[src/rtl/sse_pkg.sv]
// shared constants and widths for the sampson error block
`default_nettype none
package sse_pkg;

  // configuration port
  localparam int CFG_DATA_W = 60;
  localparam int CFG_IDX_W  = 2;
  localparam logic [CFG_IDX_W-1:0] REG_ROW0 = 2'd0;
  localparam logic [CFG_IDX_W-1:0] REG_ROW1 = 2'd1;
  localparam logic [CFG_IDX_W-1:0] REG_ROW2 = 2'd2;

  // gradient terms carry 16 fraction bits, their width does not depend on the formats
  localparam int GRAD_FRAC = 16;
  localparam int G_W       = 25;
  localparam int A_W       = 32;
  localparam int NUM_W     = 2 * A_W;
  localparam int DEN_W     = 2 * G_W + 2;

  // result format
  localparam int QUOT_W    = 32;
  localparam int OUT_FRAC  = 16;

  // queue between front and back
  localparam int Q_DEPTH   = 4;
  localparam int Q_PTR_W   = 2;

endpackage
`default_nettype wire

[src/rtl/sse_fifo.sv]
// short queue between front and back pipelines
`default_nettype none
module sse_fifo #(
  parameter int DATA_W = 116
) (
  input  wire logic              clk,
  input  wire logic              rst_n,
  input  wire logic              push,
  input  wire logic [DATA_W-1:0] push_data,
  output logic                   full,
  input  wire logic              pop,
  output logic [DATA_W-1:0]      pop_data,
  output logic                   empty
);
  import sse_pkg::*;

  logic [DATA_W-1:0]  mem_r [Q_DEPTH];
  logic [Q_PTR_W-1:0] wp_r, rp_r;
  logic [Q_PTR_W:0]   cnt_r;

  assign full     = (cnt_r == (Q_PTR_W+1)'(Q_DEPTH));
  assign empty    = (cnt_r == '0);
  assign pop_data = mem_r[rp_r];

  // storage
  always_ff @(posedge clk) begin
    if (push) begin
      mem_r[wp_r] <= push_data;
    end
  end

  // pointers and fill count
  always_ff @(posedge clk) begin
    if (!rst_n) begin
      wp_r  <= '0;
      rp_r  <= '0;
      cnt_r <= '0;
    end else begin
      if (push) wp_r <= wp_r + 1'b1;
      if (pop)  rp_r <= rp_r + 1'b1;
      if (push && !pop) begin
        cnt_r <= cnt_r + 1'b1;
      end else if (pop && !push) begin
        cnt_r <= cnt_r - 1'b1;
      end
    end
  end

endmodule
`default_nettype wire

[config.mk]
export PLATFORM = sky130hd
export DESIGN_NAME = sse_fifo
export DESIGN_NICKNAME = d
export VERILOG_FILES = /design/src/rtl/sse_pkg.sv /design/src/rtl/sse_fifo.sv
export SDC_FILE = /design/constraint.sdc
export NUM_CORES = 1
export LEC_CHECK = 0
export BUFFER_PORTS_ARGS = -buffer_cell sky130_fd_sc_hd__buf_4
export CAP_MARGIN = 40
export CORE_AREA = 2 2 199 201
export DETAILED_ROUTE_END_ITERATION = 10
export DIE_AREA = 0 0 201 203
export PLACE_DENSITY_LB_ADDON = 0.25
export SLEW_MARGIN = 20
export SYNTH_ARGS = -nofsm -noshare
export SYNTH_HDL_FRONTEND = slang
export SYNTH_SLANG_ARGS = --single-unit
[constraint.sdc]
create_clock -name clk -period 4.3 [get_ports clk]
set_clock_uncertainty 0.2 [all_clocks]
set_input_delay 0.645 -clock clk [delete_from_list [all_inputs] [get_ports clk]]
set_output_delay 0.645 -clock clk [all_outputs]
set_load 0.02 [all_outputs]
# After elaboration in Yosys (flattened, before gate mapping)
# Memory sizes are Yosys's and may differ from the RTL's. A register that Yosys moved wholly into a read port is not among the register bits.
# Index checks and enable logic that the tools add are counted.
# totals
wordCells	21
latchBits	0
out_inout_bits	118
romBits	0
ram_bits	464
input_bits	120
n_memories	1
reg_bits	7
# mem_list
name	depth	width	rd	rd_ports_with_merged_regs	wr	line_no	text
mem_r	4	116	1	1	1	sse_fifo.sv:17	logic [DATA_W-1:0] mem_r [Q_DEPTH];
# classes
add_sub_neg	4
bitwise	0
div_mod_pow	0
shift	0
reduce_logical	6
mux	6
eq_ne	1
mul	0
n_lt_le_gt_ge	0
# op_table
cell	count
3-bit two-way mux	2
2-bit by 1-bit adder with 2-bit output, second input constant	2
2-bit two-way mux	2
3-bit by 1-bit adder with 3-bit output, second input constant	1
3-bit == test, second input constant	1
3-bit zero test	1
3-bit by 1-bit subtractor with 3-bit output, second input constant	1
1-bit logical AND	2
1-bit zero test	2
1-bit two-way mux	2
2-bit nonzero test	1

# Depth between registers and ports, before layout
# logic_depth
ltp_word	4
depth_mapped	7
ltp_nobuf	7

# Worst setup path before layout
# OpenSTA, ideal clock, no wires.
# synth_path
path_type	input to register
from	input port push
to	memory mem_r[0][0] (enable)
setup_time_ps	488
path_buffers	0
required_ps	3612
path_slack_ps	301
arrival_time_ps	3310
path_stages	1
cell_sequence	and2_1
# synth_between
elab_chain_len	2
# synth_lines
item	line_no	text
start: declaration	sse_fifo.sv:8	input wire logic push,
1-bit two-way mux	sse_fifo.sv:27	if (push) begin
1-bit two-way mux (implied by the code)	sse_fifo.sv:28	mem_r[wp_r] <= push_data;
end: declaration	sse_fifo.sv:17	
# Every way passes these cells.

==> flow_summary_export.csv <==
group,metric,value,unit
clock_tree,clkSinkCount,473,
synth,synth_warnings,0,
power,p_seq_share,50.0,%
synth,ys_types,20,
finish,antennaDiodeCount,0,
synth,syn_nets,775,
detailed_routing,wire_per_inst,21.69,um
timing,period_share,77.36,%
power,swShare,22.01,%
setup_path,r2r_start,"wp_r[0]",
global_routing,grt_overflow_total,0,
timing,period_needed,3327,ps
timing,finalMaxSlewViolations,0,
synth,synth_seq_cells,473,
power,vdd_drop_max,0.3426,mV
detailed_routing,initialDrtViolationCount,396,
synth,seq_area_frac_synth,82.29,%
power,pwr-share-comb,11.4,%
detailed_routing,post_drt_via_cell_ratio,5.156,
worst_hold_path,worstHoldPathCells,1,
setup_path,cp_max_fo,28,
clock_tree,clk-insertion-delay-late,560,ps
finish,finalNonFillerCells,1480,
synth,synth_edf_count,464,
global_routing,grt_pass1_wl,48510,um
flow_run,maxCapViolCount,0,
finish,multi_input_area,2873,um^2
synth,syn-instance-count,649,
finish,syn2layout_area_growth,23.72,%
synth,synth.area.top_cells,"edfxtp_1 (81%), mux4_2 (15%), dfxtp_1 (1.1%), buf_6 (0.39%), buf_2 (0.38%)",
power,finalPower,10.72,mW
clock_tree,cts-root-buf,"clkbuf_16",
timing,hold_viol_final,0,
finish,nets,1051,
timing,slew_headroom,45.01,%
setup_path,crit_type,"reg -> out",
detailed_routing,ant_nets,0,
placed_design,port_buffers,237,
die,pin_count,238,
setup_path,worstPathRequired,3450,ps
detailed_routing,drt_first_pass_iters,4,
finish,fin_area,21220,um^2
clock_tree,cts_setup_buffers,0,
setup_path,start_kind,"flop",
finish,drive_gt1_share,45.95,%
finish,layout_common_cells,"edfxtp_1 (464), buf_4 (245), mux4_2 (116)",
die,core,38470,um^2
worst_hold_path,holdCritPathClass,"in -> reg",
global_routing,grt_usage,15.89,%
detailed_routing,drc,0,
clock_tree,clkTransAtPathRegs,60,ps
setup_path,reg2regPathDepth,4,
clock_tree,h-tree-depth,2,
placed_design,dpl_cell_area,19640,um^2
setup_path,crit_path_end,"pop_data[19]",
die,row_count,72,
clock_tree,cts-hold-fix-buffers,0,
timing,rsz0062_at_grt,"false",
power,power_leakage,7.109,nW
placed_design,dp_cells,1393,
die,die_w,201,um
die,dieArea,40800,um^2
finish,seqCellArea,14120,um^2
placed_design,post-dp-hpwl,18850,um
power,p_int,8.358,mW
power,p_switching,2.359,mW
finish,layout_commonest_cell,"edfxtp_1",
global_routing,grt_start_max_net_pins,117,
synth,syn_area,17150,um^2
die,die_height,203,um
die,start_util,44.58,%
worst_hold_path,holdCritStartpoint,"push_data[7]",
timing,tns,0,ps
synth,async_reset_ff_share,0,%
clock_tree,tritoncts,"done",
clock_tree,clockBufferDepth,3,
global_routing,grt_pass1_vias,8055,
setup_path,r2r_slack,2190,ps
clock_tree,numCtsBuffers,48,
timing,fin_hold_ws,81.51,ps
synth,synthDominantCellAreaShare,81.24,%
synth,syn_avg_cell_area,26.43,um^2
detailed_routing,wirelength,32110,um
finish,fill_cells,2914,
setup_path,crit_path_end_kind,"output pin",
timing,worst_pin_slew,824.8,ps
placed_design,gp_congestion,0.7006,
clock_tree,cts_resized,0,
run_status,run_status,"complete, no violations",
synth,synthFlopType,"edfxtp_1",
setup_path,critPathArrivalTime,2480,ps
detailed_routing,vias,7631,
setup_path,reg2reg_to,"mem_r[0][95]",
global_routing,grt_antenna_before_repair,0,
synth,synth_top_area_cell,"edfxtp_1",
power,pwr-share-clk,38.6,%
timing,clock.fmax,0.3006,GHz
timing,setup_viol,0,
power,power.density,505.1,nW/um^2
[layer usage]
metal	global-route usage [%]	routed length, um	part of all wire, %
met2	25.10	15390	48
met1	21.17	13560	42
met3	5.714	2560	8.0
met4	4.048	588	1.8
met5	0	0	0
[critical path, stage by stage (launching register included)]
cell	delay [ps]
dfxtp_4	730
buf_4	430
mux4_2	570
buf_4	180
[registers in the layout, summed over array words and instances (netlist names), named ones only]
| signal | count |
|---|---|
| rp_r | 2 |
| wp_r | 2 |
| mem_r | 464 |
| cnt_r | 3 |
[final cells by class]
cell class | instances | share of cell area (%)
clock inverter | 33 | 1.586
sequential | 473 | 66.55
multi-input combinational | 146 | 13.54
inverter | 4 | 0.07076
timing repair buffer | 252 | 9.329
clock buffer | 54 | 5.867
tap | 518 | 3.055
[power by group through the flow]
stage	sequential, mW	clock (mW)	combinational, mW
6_report	5.36	4.13	1.22
5_1_grt	5.38	4.42	1.31
3_3_place_gp	5.45	0	1.24
4_1_cts	5.37	4.25	1.25
3_5_place_dp	5.46	0	1.25
2_1_floorplan	5.45	0	0.712
[worst min-delay path by stage]
stage	slack [ps]	end
2_1_floorplan	270	cnt_r[2]
3_5_place_dp	300	cnt_r[2]
3_3_place_gp	300	cnt_r[2]
4_1_cts	40	mem_r[3][7]
6_report	80	mem_r[3][7]
5_1_grt	50	mem_r[0][15]
[cell usage after synthesis (2+ instances only)]
master and count:
and2_1 9, ha_1 5, buf_6 6, xor2_1 3, clkbuf_1 7, inv_1 4
mux4_2 116, mux2i_1 2, nor2b_1 2, xnor2_1 2, buf_2 13, edfxtp_1 464
dfxtp_1 9
[through the flow]
stage	util (%)	worst slack (ps)
finish	55.16	973.5
detailed placement	51.05	1463
floorplan	-	301.4
global route	55.16	762.9
CTS	55.16	849.3
global placement	51.05	1509
[cells by family (layout without fill, tap and decap cells)]
group	Yosys count	count (layout)	share of synthesized area, %
muxes	118	118	15.35
and+or+nand+nor	15	15	0.5325
DFF	473	473	82.29
xor gates and xnor gates	5	5	0.2554
AOI/OAI and AO/OA	2	2	0.07294
adders and majority gates	6	6	0.4815
buffers and inverters	30	343	1.014
(Power assumes the default switching activity.)
